$ cat config.mk
export PLATFORM = sky130hd
export DESIGN_NAME = multi_slot_timer_table_core
export DESIGN_NICKNAME = d
export VERILOG_FILES = /design/src/rtl/mstt_pkg.sv /design/src/rtl/mstt_ram.sv /design/src/rtl/multi_slot_timer_table_core.sv
export VERILOG_INCLUDE_DIRS = /design/src /design/src/rtl
export SDC_FILE = /design/constraint.sdc
export NUM_CORES = 1
export LEC_CHECK = 0
export BUFFER_PORTS_ARGS = -buffer_cell sky130_fd_sc_hd__buf_4
export CORE_MARGIN = 10
export CORE_UTILIZATION = 35
export DETAILED_ROUTE_END_ITERATION = 16
export GPL_TIMING_DRIVEN = 0
export PLACE_DENSITY = 0.57
export SLEW_MARGIN = 30
export SYNTH_ARGS = -nofsm -noshare
export SYNTH_HDL_FRONTEND = slang
export SYNTH_SLANG_ARGS = --single-unit
$ cat constraint.sdc
create_clock -name clk -period 20.9 [get_ports clk]
set_clock_uncertainty 0.05 [all_clocks]
set_input_delay 3.135 -clock clk [delete_from_list [all_inputs] [get_ports clk]]
set_output_delay 3.135 -clock clk [all_outputs]
set_load 0.005 [all_outputs]
$ cat src/rtl/multi_slot_timer_table_core_macros.svh
// assertion macros for the multi-slot timer table
// used by the top level; needs nothing else
`ifndef MULTI_SLOT_TIMER_TABLE_CORE_MACROS_SVH
`define MULTI_SLOT_TIMER_TABLE_CORE_MACROS_SVH

// same-cycle implication, off during reset
`define MSTT_ASSERT_IMP(label, clk, rst, ante, cons) \
  label: assert property (@(posedge clk) disable iff (rst) (ante) |-> (cons)) \
    else $error("timer table assertion failed");

// next-cycle implication, off during reset
`define MSTT_ASSERT_NXT(label, clk, rst, ante, cons) \
  label: assert property (@(posedge clk) disable iff (rst) (ante) |=> (cons)) \
    else $error("timer table assertion failed");

`endif

$ cat src/rtl/mstt_pkg.sv
// shared types and constants for the multi-slot timer table
// no dependencies
package mstt_pkg;

  // defaults for the top-level parameters
  localparam int NUM_SLOTS_DEF   = 16;
  localparam int PERIOD_BITS_DEF = 32;

  // fixed field widths
  localparam int OP_W        = 2;
  localparam int SLOT_W      = 4;
  localparam int PERIOD_IN_W = 32;
  localparam int KIND_W      = 2;
  localparam int TICK_W      = 64;
  localparam int MAX_SLOTS   = 16;
  localparam int DATA_W      = 32;
  localparam int PADDR_W     = 3;

  // register index as decoded from paddr[2]
  localparam logic CFG_IDX_TIMER_ENABLE = 1'b0;

  typedef enum logic [OP_W-1:0] {
    OP_TICK     = 2'd0,
    OP_REGISTER = 2'd1,
    OP_CANCEL   = 2'd2
  } op_t;

  typedef enum logic [KIND_W-1:0] {
    EV_ACCEPT = 2'd0,
    EV_REJECT = 2'd1,
    EV_EXPIRY = 2'd2
  } kind_t;

  typedef enum logic [1:0] {
    ST_IDLE,
    ST_SCAN,
    ST_FLUSH
  } state_t;

  typedef struct packed {
    logic [OP_W-1:0]        op;
    logic [SLOT_W-1:0]      slot;
    logic [PERIOD_IN_W-1:0] period;
    logic                   repeat_req;
  } in_item_t;

  typedef struct packed {
    logic [KIND_W-1:0] event_kind;
    logic [SLOT_W-1:0] event_slot;
    logic              event_repeat;
    logic [TICK_W-1:0] event_tick;
    logic              last;
  } out_item_t;

endpackage

$ cat src/rtl/mstt_ram.sv
// generic simple dual-port ram, one write and one registered read port
// no dependencies
module mstt_ram #(
  parameter int WIDTH = 64,
  parameter int DEPTH = 16,
  localparam int AW = (DEPTH > 1) ? $clog2(DEPTH) : 1
) (
  input  logic             clk,
  input  logic             we,
  input  logic [AW-1:0]    waddr,
  input  logic [WIDTH-1:0] wdata,
  input  logic             re,
  input  logic [AW-1:0]    raddr,
  output logic [WIDTH-1:0] rdata
);

  logic [WIDTH-1:0] mem [DEPTH];

  // write port
  always_ff @(posedge clk) begin
    if (we) begin
      mem[waddr] <= wdata;
    end
  end

  // registered read, holds when not enabled
  always_ff @(posedge clk) begin
    if (re) begin
      rdata <= mem[raddr];
    end
  end

endmodule

$ cat src/rtl/multi_slot_timer_table_core.sv
// top level of the multi-slot timer table
// uses mstt_pkg, mstt_ram and the assertion macro header
//
// A register item is accepted and its acknowledge staged, then moved to the
// output register; a cancel likewise. A tick item, when the timer is enabled,
// is accepted and then scans all min(NUM_SLOTS, 16) slots, one slot per cycle
// unless stalled, through the single read port of the period/remaining ram;
// armed slots are read and written back in a two-stage read-modify-write
// pipeline. Ticks with nothing armed still scan the table. An expiry is held
// in a one-entry staging register until the next expiry or the end of the scan
// tells whether it is the last one, so the scan pauses whenever a second expiry
// is found while the output register is still full. The next item is accepted
// once all results of the current one sit in the output register. No clearing
// pass is needed after reset.
`include "multi_slot_timer_table_core_macros.svh"

module multi_slot_timer_table_core #(
  parameter int NUM_SLOTS   = mstt_pkg::NUM_SLOTS_DEF,
  parameter int PERIOD_BITS = mstt_pkg::PERIOD_BITS_DEF
) (
  input  logic                             clk,
  input  logic                             rst,
  input  logic                             in_valid,
  output logic                             in_ready,
  input  mstt_pkg::in_item_t               in_data,
  output logic                             out_valid,
  input  logic                             out_ready,
  output mstt_pkg::out_item_t              out_data,
  input  logic                             psel,
  input  logic                             penable,
  input  logic                             pwrite,
  input  logic [mstt_pkg::PADDR_W-1:0]     paddr,
  input  logic [mstt_pkg::DATA_W-1:0]      pwdata,
  output logic [mstt_pkg::DATA_W-1:0]      prdata,
  output logic                             pready
);

  localparam int DEPTH = (NUM_SLOTS < mstt_pkg::MAX_SLOTS) ? NUM_SLOTS : mstt_pkg::MAX_SLOTS;
  localparam int AW    = (DEPTH > 1) ? $clog2(DEPTH) : 1;
  localparam int CW    = $clog2(DEPTH + 1);
  localparam int PB    = PERIOD_BITS;
  localparam logic [mstt_pkg::SLOT_W:0] SLOT_LIMIT = (mstt_pkg::SLOT_W + 1)'(DEPTH);
  localparam logic [CW-1:0] SCAN_END = CW'(DEPTH);

  // control state
  mstt_pkg::state_t state, state_next;
  logic                          timer_enable;
  logic [mstt_pkg::TICK_W-1:0]   tick_count;
  logic [DEPTH-1:0]              slot_active;
  logic [DEPTH-1:0]              slot_repeat;
  logic [CW-1:0]                 scan_idx;
  logic                          wb_valid;
  logic [AW-1:0]                 wb_idx;
  logic                          pend_valid;
  mstt_pkg::kind_t               pend_kind;
  logic [mstt_pkg::SLOT_W-1:0]   pend_slot;
  logic                          pend_repeat;

  // datapath signals
  logic                          in_fire;
  logic                          out_free;
  logic                          is_tick, is_reg, is_cancel;
  logic                          slot_ok, reg_ok;
  logic [PB-1:0]                 reg_period;
  logic [AW-1:0]                 in_addr;
  logic [2*PB-1:0]               ram_rdata;
  logic [2*PB-1:0]               ram_wdata;
  logic [AW-1:0]                 ram_waddr;
  logic                          ram_we;
  logic                          rd_en;
  logic [PB-1:0]                 rd_period, rd_rem, wb_rem_dec;
  logic                          wb_expire;
  logic                          stall, advance;
  logic                          scan_more;
  logic [AW-1:0]                 scan_addr;
  logic                          push_mid, push_end, push;
  logic                          cfg_we;

  // input decode
  assign in_ready  = (state == mstt_pkg::ST_IDLE);
  assign in_fire   = in_valid && in_ready;
  assign is_tick   = (in_data.op == mstt_pkg::OP_TICK);
  assign is_reg    = (in_data.op == mstt_pkg::OP_REGISTER);
  assign is_cancel = (in_data.op == mstt_pkg::OP_CANCEL);
  assign slot_ok   = ({1'b0, in_data.slot} < SLOT_LIMIT);
  assign in_addr   = in_data.slot[AW-1:0];

  // period fitted to the stored width
  if (PB <= mstt_pkg::PERIOD_IN_W) begin : g_period_trunc
    assign reg_period = in_data.period[PB-1:0];
  end else begin : g_period_ext
    assign reg_period = {{(PB - mstt_pkg::PERIOD_IN_W){1'b0}}, in_data.period};
  end

  assign reg_ok = timer_enable && (reg_period != '0) && slot_ok;

  // scan pipeline: read stage and write-back stage
  assign out_free   = !out_valid || out_ready;
  assign rd_period  = ram_rdata[2*PB-1:PB];
  assign rd_rem     = ram_rdata[PB-1:0];
  assign wb_rem_dec = rd_rem - PB'(1);
  assign wb_expire  = wb_valid && (wb_rem_dec == '0);
  assign stall      = wb_expire && pend_valid && !out_free;
  assign advance    = (state == mstt_pkg::ST_SCAN) && !stall;
  assign scan_more  = (scan_idx < SCAN_END);
  assign scan_addr  = scan_idx[AW-1:0];
  assign rd_en      = advance && scan_more && slot_active[scan_addr];

  // ram write port: registration at accept, or scan write-back
  always_comb begin
    ram_we    = 1'b0;
    ram_waddr = wb_idx;
    ram_wdata = {rd_period, wb_expire ? rd_period : wb_rem_dec};
    if (in_fire && is_reg && reg_ok) begin
      ram_we    = 1'b1;
      ram_waddr = in_addr;
      ram_wdata = {reg_period, reg_period};
    end else if (advance && wb_valid) begin
      ram_we    = 1'b1;
    end
  end

  mstt_ram #(
    .WIDTH (2 * PB),
    .DEPTH (DEPTH)
  ) u_ram (
    .clk   (clk),
    .we    (ram_we),
    .waddr (ram_waddr),
    .wdata (ram_wdata),
    .re    (rd_en),
    .raddr (scan_addr),
    .rdata (ram_rdata)
  );

  // staged result moves to the output register
  assign push_mid = advance && wb_expire && pend_valid;
  assign push_end = (state == mstt_pkg::ST_FLUSH) && pend_valid && out_free;
  assign push     = push_mid || push_end;

  // next state
  always_comb begin
    state_next = state;
    unique case (state)
      mstt_pkg::ST_IDLE: begin
        if (in_fire) begin
          if (is_tick && timer_enable) begin
            state_next = mstt_pkg::ST_SCAN;
          end else if (is_reg || is_cancel) begin
            state_next = mstt_pkg::ST_FLUSH;
          end
        end
      end
      mstt_pkg::ST_SCAN: begin
        if (advance && !scan_more) begin
          state_next = mstt_pkg::ST_FLUSH;
        end
      end
      mstt_pkg::ST_FLUSH: begin
        if (!pend_valid || out_free) begin
          state_next = mstt_pkg::ST_IDLE;
        end
      end
      default: state_next = mstt_pkg::ST_IDLE;
    endcase
  end

  always_ff @(posedge clk) begin
    if (rst) begin
      state <= mstt_pkg::ST_IDLE;
    end else begin
      state <= state_next;
    end
  end

  // tick count and slot flags
  always_ff @(posedge clk) begin
    if (rst) begin
      tick_count  <= '0;
      slot_active <= '0;
      slot_repeat <= '0;
    end else begin
      if (in_fire && is_tick && timer_enable) begin
        tick_count <= tick_count + mstt_pkg::TICK_W'(1);
      end
      if (in_fire && is_reg && reg_ok) begin
        slot_active[in_addr] <= 1'b1;
        slot_repeat[in_addr] <= in_data.repeat_req;
      end
      if (in_fire && is_cancel && slot_ok) begin
        slot_active[in_addr] <= 1'b0;
      end
      if (advance && wb_expire && !slot_repeat[wb_idx]) begin
        slot_active[wb_idx] <= 1'b0;
      end
    end
  end

  // scan pointers
  always_ff @(posedge clk) begin
    if (rst) begin
      scan_idx <= '0;
      wb_valid <= 1'b0;
    end else if (in_fire) begin
      scan_idx <= '0;
      wb_valid <= 1'b0;
    end else if (advance) begin
      wb_valid <= scan_more && slot_active[scan_addr];
      if (scan_more) begin
        scan_idx <= scan_idx + CW'(1);
      end
    end
  end

  always_ff @(posedge clk) begin
    if (advance) begin
      wb_idx <= scan_addr;
    end
  end

  // staging register for the newest result
  always_ff @(posedge clk) begin
    if (rst) begin
      pend_valid <= 1'b0;
    end else if (in_fire && (is_reg || is_cancel)) begin
      pend_valid <= 1'b1;
    end else if (advance && wb_expire) begin
      pend_valid <= 1'b1;
    end else if (push_end) begin
      pend_valid <= 1'b0;
    end
  end

  always_ff @(posedge clk) begin
    if (in_fire) begin
      pend_slot   <= in_data.slot;
      pend_repeat <= 1'b0;
      if (is_reg) begin
        pend_kind <= reg_ok ? mstt_pkg::EV_ACCEPT : mstt_pkg::EV_REJECT;
      end else begin
        pend_kind <= slot_ok ? mstt_pkg::EV_ACCEPT : mstt_pkg::EV_REJECT;
      end
    end else if (advance && wb_expire) begin
      pend_kind   <= mstt_pkg::EV_EXPIRY;
      pend_slot   <= mstt_pkg::SLOT_W'(wb_idx);
      pend_repeat <= slot_repeat[wb_idx];
    end
  end

  // output register
  always_ff @(posedge clk) begin
    if (rst) begin
      out_valid <= 1'b0;
    end else if (push) begin
      out_valid <= 1'b1;
    end else if (out_ready) begin
      out_valid <= 1'b0;
    end
  end

  always_ff @(posedge clk) begin
    if (push) begin
      out_data.event_kind   <= pend_kind;
      out_data.event_slot   <= pend_slot;
      out_data.event_repeat <= pend_repeat;
      out_data.event_tick   <= (pend_kind == mstt_pkg::EV_EXPIRY) ? tick_count : '0;
      out_data.last         <= push_end;
    end
  end

  // configuration port
  assign pready = 1'b1;
  assign cfg_we = psel && penable && pwrite && pready &&
                  (paddr[2] == mstt_pkg::CFG_IDX_TIMER_ENABLE);

  always_ff @(posedge clk) begin
    if (rst) begin
      timer_enable <= 1'b1;
    end else if (cfg_we) begin
      timer_enable <= pwdata[0];
    end
  end

  assign prdata = (paddr[2] == mstt_pkg::CFG_IDX_TIMER_ENABLE) ?
                  {{(mstt_pkg::DATA_W - 1){1'b0}}, timer_enable} : '0;

  // checks
  `MSTT_ASSERT_IMP(a_idle_no_pend, clk, rst, state == mstt_pkg::ST_IDLE, !pend_valid)
  `MSTT_ASSERT_IMP(a_wb_slot_armed, clk, rst, wb_valid, slot_active[wb_idx])
  `MSTT_ASSERT_NXT(a_tick_scans, clk, rst, in_fire && is_tick && timer_enable, state == mstt_pkg::ST_SCAN)
  `MSTT_ASSERT_IMP(a_scan_bound, clk, rst, 1'b1, scan_idx <= SCAN_END)
  `MSTT_ASSERT_IMP(a_push_needs_room, clk, rst, push, out_free)

endmodule

Word level (Yosys, flattened, before mapping)
Memories as Yosys holds them, arrays and structs flattened. A register that Yosys moved wholly into a read port is not among the register bits. Cells that the tools add are included. W data, S select, Z words.

Equal/unequal tests: 9. $lt $le $gt $ge: 6. Add/subtract/negate cells: 3. Reduce and logical (&&, ||, !) cells: 48. Multipliers: 0. Shift operators: 0. Div/mod/pow operators: 0. Mux-type cells: 39. Bitwise logic cells: 6.

Operators by type and width (number): $mux W16 (5); $add A64 B1 Y64 const B (1); $mux W64 (1); $and A16 B16 Y16 (2); $logic_not A32 Y1 (1); $mux W32 (1); $not A16 Y16 (2); $reduce_bool A32 Y1 (1); $sub A32 B1 Y32 const B (1); $logic_and A1 B1 Y1 (28); $bwmux W16 (1); $mux W1 (16); $or A16 B16 Y16 (1); $lt A4 B5 Y1 const B (3); $mux W2 (7); $mux W4 (3); $bmux W1 S4 (2); $demux W1 S4 (2); $ge A4 B1 Y1 const B (2); $eq A2 B2 Y1 const B (3); $logic_not A1 Y1 (6); $ne A2 B1 Y1 const B (3); $pmux W2 S3 (1); $add A5 B1 Y5 const B (1); other kinds (11) (17).

Input bits: 81. Output and inout port bits: 107. Register bits after elaboration: 190. Bits in writable memories: 1024. Memories kept: 1. Bits in read-only memories: 0. Logic and storage cells: 130. Latch bits: 0.

Memories: u_ram.mem (words 16, bits a word 64, read ports 1, clocked after memory_dff 1, wr ports 1, RTL line mstt_ram.sv:17) `logic [WIDTH-1:0] mem [DEPTH];`.

Logic depth before layout (Yosys ltp)
Depth in word-level cells: 12. Mapped depth: 12. Depth with buffers taken out: 10.

Cells and area by module
A second synthesis with hierarchy kept.

Cell total of the unflattened synthesis: 2770. Area total of the unflattened synthesis: 50657.3 µm².

Modules (own cells, without submodules): mstt_ram (sequential area each 32671.3 µm², cells each 1647, area an instance 40222.3 µm², instances 1); multi_slot_timer_table_core (sequential area each 4624.4 µm², cells each 1123, area an instance 10435.0 µm², instances 1).

Worst setup path before layout
No wires, ideal clock.

Path kind: input to register. From: in out_ready. To: reg u_ram.rdata[0], read port of u_ram.mem (enable). Arrival time: 8.400 ns. Setup time: 0.580 ns. Cell stages on the path: 6. Setup slack: 11.870 ns. Required time: 20.270 ns. Path buffers: 0. Path through: nand2b_1 > nor2_1 > nand3_1 > or4_1 > o21ai_2 > nor3b_1.

Cells in the longest elaborated chain, start to end: 7.

Ends and longest elaborated chain: start, declared (RTL line multi_slot_timer_table_core.sv:27) `input logic out_ready,`; $logic_or A1 B1 Y1 (RTL line multi_slot_timer_table_core.sv:98) `assign out_free = !out_valid || out_ready;`; $logic_not A1 Y1 (RTL line multi_slot_timer_table_core.sv:103) `assign stall = wb_expire && pend_valid && !out_free;`; $logic_and A1 B1 Y1 (RTL line multi_slot_timer_table_core.sv:103); $logic_not A1 Y1 (RTL line multi_slot_timer_table_core.sv:104) `assign advance = (state == mstt_pkg::ST_SCAN) && !stall;`; $logic_and A1 B1 Y1 (RTL line multi_slot_timer_table_core.sv:104); $logic_and A1 B1 Y1 (2 in series) (RTL line multi_slot_timer_table_core.sv:107) `assign rd_en = advance && scan_more && slot_active[scan_addr];`; net rd_en (RTL line multi_slot_timer_table_core.sv:70) `logic rd_en;`; end, declared (RTL line mstt_ram.sv:14) `output logic [WIDTH-1:0] rdata`.

The timed path passes the listed nets, and every way through them passes these cells. A chain may end at the register's enable or synchronous reset.

Worst setup path in the final report
From: in in_data[5] (netlist bit). To: mem u_ram.mem[1][16] (data pin).

Cells in the longest elaborated chain, start to end: 4.

Ends and longest elaborated chain: start, declared (RTL line multi_slot_timer_table_core.sv:25) `input mstt_pkg::in_item_t in_data,`; $reduce_bool A32 Y1 (RTL line multi_slot_timer_table_core.sv:95) `assign reg_ok = timer_enable && (reg_period != '0) && slot_ok;`; $logic_and A1 B1 Y1 (RTL line multi_slot_timer_table_core.sv:95); $logic_and A1 B1 Y1 (RTL line multi_slot_timer_table_core.sv:114) `if (in_fire && is_reg && reg_ok) begin`; $mux W64 (RTL line multi_slot_timer_table_core.sv:114); net ram_wdata[16] (RTL line multi_slot_timer_table_core.sv:67) `logic [2*PB-1:0] ram_wdata;`; end, declared (RTL line mstt_ram.sv:17).

The timed path passes the listed nets, and every way through them passes these cells.

==> results <==
- The post-CTS setup-driven buffer insertion count is 0.
- The synthesized design contains 1170 enable-type register cells.
- The internal power summed over all cells is 4.18 mW.
- CTS saw 1278 sinks.
- The power share of the clock group is 44.5%.
- Summed over its instances, the top area cell type makes up 69.6% of the synthesized netlist area.
- Leaving out fill and tap cells, the most frequent cell in the layout is edfxtp_1.
- The worst-case vdd ir drop is 0.0605 mV.
- The number of nets at the end of the flow is 3083.
- The count of final hold-check violations is 0.
- After technology mapping, the gate count stands at 2658.
- The number of distinct library cell variants in the gate-level netlist after synthesis is 67.
- The total core area is 0.143 mm².
- The kind of end point of the critical path is a register.
- The setup TNS is 0 ns.
- The clock passes through at most 3 buffers.
- The share of synthesized area occupied by flip-flops and latches is 73.9%.
- The portion of the clock cycle consumed by the worst path in the final layout is 31.9%.
- The final period demand of the worst path is 6.66 ns.
- The count of vias placed by the detailed router is 26.6k.
- The synthesized design spends more area on one cell type than any other, namely edfxtp_1.
- The per-cell via count in the routed design is 5.32.
- The width of the die is 400 µm.
- The TritonCTS clock tree is built.
- The data arrival time of the worst path is 7.03 ns.
- The Yosys step of the flow raised 0 warnings.
- The worst min-delay path class is register to register.
- The power density over the cells is 88.9 mW/mm².
- Once detail routing completed, the nets flagged for antenna violations numbered 0.
- Of the total power, the share spent switching nets is 20.8%.
- The count of max-cap constraint violations is 0.
- The die covers 0.160 mm².
- The fmax is 0.150 GHz.
- The largest net degree at the start of global routing is 42.
- The synthesis-to-layout area growth is 17.5%.
- The library cells used most frequently in the layout, excluding fill and tap cells, are edfxtp_1 (1170), mux4_2 (330), nand2_1 (174).
- The measured slew at the worst slew-check pin is 1.03 ns.
- The proportion of power drawn by flip-flops and latches is 52.9%.
- By area the synthesized netlist is led by edfxtp_1 (70%), mux4_2 (15%), dfxtp_1 (4.3%).
- The final count of negative-setup-slack endpoints is 0.
- The analysis attributes to net switching a power of 1.10 mW.
- The share of synthesized registers carrying an async set or reset is 0%.
- In this run, the number of DRC markers left after iteration 0 of detailed routing was 3099.
- The max-slew headroom at the worst pin is 31.3%.
- The count of final max-slew check failures came to 0.
- For this run, design rule violations remaining after detail routing come to 0.
- After clock tree synthesis, the clock-pin slew on the worst setup and hold paths is 0.06 ns.
- The clock reaches the later pin of the worst-skew pair after 0.77 ns.
- Setup repair after global routing left no endpoint under its margin.
- The first-pass GRT wire length is 192 mm.
- The synthesized flop and latch total is 1278.
- Buffers placed on the I/O ports in this run total 119.
- The number of cells upsized or downsized after cts is 0.
- The initial cell density of the core is 35.2%.
- The number of hold buffers added after CTS was 0.
- The initial antenna violation count is 4.
- For this run, the detailed router's first-pass iteration total came to 6.
- In the synthesized netlist the dominant register cell turns out to be edfxtp_1.
- The maximum fanout along the worst path is 16.
- The fraction of final layout cells sized beyond drive strength 1 is 27.3%.
- The post-synth design cell area is 0.0505 mm².
- 188 I/O pins were placed.
- Hold is met by 0.380 ns.
- The cell sitting at the root of the clock tree is a clkbuf_16.
- The final weighted congestion in routability-driven placement is 0.933.
- The startpoint-to-endpoint class of the critical path is primary input to register.
- The total number of H-tree levels is 4.
- The number of clock buffers added by TritonCTS is 133.
- The total detailed-routing wirelength is 133 mm.
- The die is 400 µm tall.
- Summed over all cells, the static leakage comes to 18.5 nW.
- The total overflow left after global routing is 0.
- The number of global-route vias before repair is 26.4k.
- The flow ran to the end, and the final reports show no timing, DRC or antenna violations.
- At the worst endpoint, the required time is 21.26 ns.
- Averaged over all synthesized cells, the footprint is 19.0 µm².
- The share of power burned in combinational logic is 2.6%.
- Detailed placement ended at an HPWL of 87.5 mm.
- In the final routed layout, each cell accounts on average for 26.5 µm.
- The kind of start point of the critical path is a primary input.
- The total track usage is 16.5%.
- After floorplanning, the core was divided into 139 placement rows.
-- worst max-delay path, stage by stage --
cell and delay [ns]:
buf_4 0.15, nor4_1 0.31, nand4_1 0.42, o21ai_0 0.53
or2_2 0.19, clkbuf_1 0.47, clkbuf_1 0.51, clkbuf_1 0.39
nor2_1 0.13, a21oi_2 0.75
-- power by group through the flow --
stage / combinational [mW] / clock (mW) / sequential (mW)
6_report: 0.136 / 2.35 / 2.79
5_1_grt: 0.146 / 2.51 / 2.79
4_1_cts: 0.135 / 2.40 / 2.79
3_5_place_dp: 0.135 / 0 / 2.85
3_3_place_gp: 0.129 / 0 / 2.85
2_1_floorplan: 0.0742 / 0 / 2.84
-- stage by stage --
stage	area (µm²)	instances	worst slack, ns	utilization, %	power, mW
floorplan	50600	2688	11.87	-	2.92
global placement	53900	4710	7.24	37.6	2.98
detailed placement	55000	4762	13.64	38.3	2.98
CTS	59300	5004	14.26	41.3	5.33
global route	59300	5005	14.12	41.4	5.45
finish	59300	5007	14.24	41.4	5.28
-- state kept, by name, summed over array words and instances (netlist names), 2 cells and up --
signal       count
out_data        72
pend_kind        2
pend_slot        4
scan_idx         5
slot_active     16
slot_repeat     16
state            2
tick_count      64
u_ram.mem     1024
u_ram.rdata     64
wb_idx           4
-- Yosys cell counts (24+ instances only) --
cell      instances
xnor2_1          26
buf_4            32
o21ai_0          62
nand2_1         174
mux4_2          330
nand3_1          41
xor2_1           47
clkbuf_1         98
dfxtp_1         108
or3_1            24
a21oi_1          95
edfxtp_1       1170
and2_1           85
nor2_1          119
buf_1            27
-- worst paths after layout --
kind / start / to / slack (ns) / cells after the start
worst max-delay path: in_data[5] / u_ram.mem[1][16] / 14.24 / 10
worst min-delay path: scan_idx[2] / wb_idx[2] / 0.38 / 0
worst max register to register: u_ram.rdata[1] / u_ram.rdata[35] / 15.83 / 14
worst min register to register: scan_idx[2] / wb_idx[2] / 0.38 / 0
-- cell families (layout without fill, tap and decap cells) --
family	Yosys count	in the layout	share of synthesized area [%]
and+or+nand+nor	574	574	5.84
other	2	34	0.0149
DFF	1278	1278	73.9
AOI/OAI and AO/OA	209	209	2.42
xor gates and xnor gates	73	73	1.27
buffers and inverters	182	596	1.65
adders and majority gates	7	7	0.173
muxes	333	333	14.8
-- layout make-up --
type | instances | area, µm²
plain buffers | 164 | 812
well taps | 1903 | 2380
clock inverters | 78 | 792
flip-flops and latches | 1278 | 37300
repair buffers | 172 | 1820
inverters | 18 | 67.6
multi-input cells | 1228 | 12600
diodes | 2 | 5.00
clock buffers | 164 | 3530
fillers | 12633 | 84100
-- metal layers --
metal | part of all wire [%] | vias up | global-route usage, %
met5 | 0.017 | - | 0
met4 | 2.4 | 4 | 4.82
met3 | 8.4 | 206 | 3.81
met2 | 45 | 1084 | 24.5
met1 | 44 | 14022 | 24.1
li1 | - | 11317 | -
Note: power is estimated with default switching activity, not from simulation.
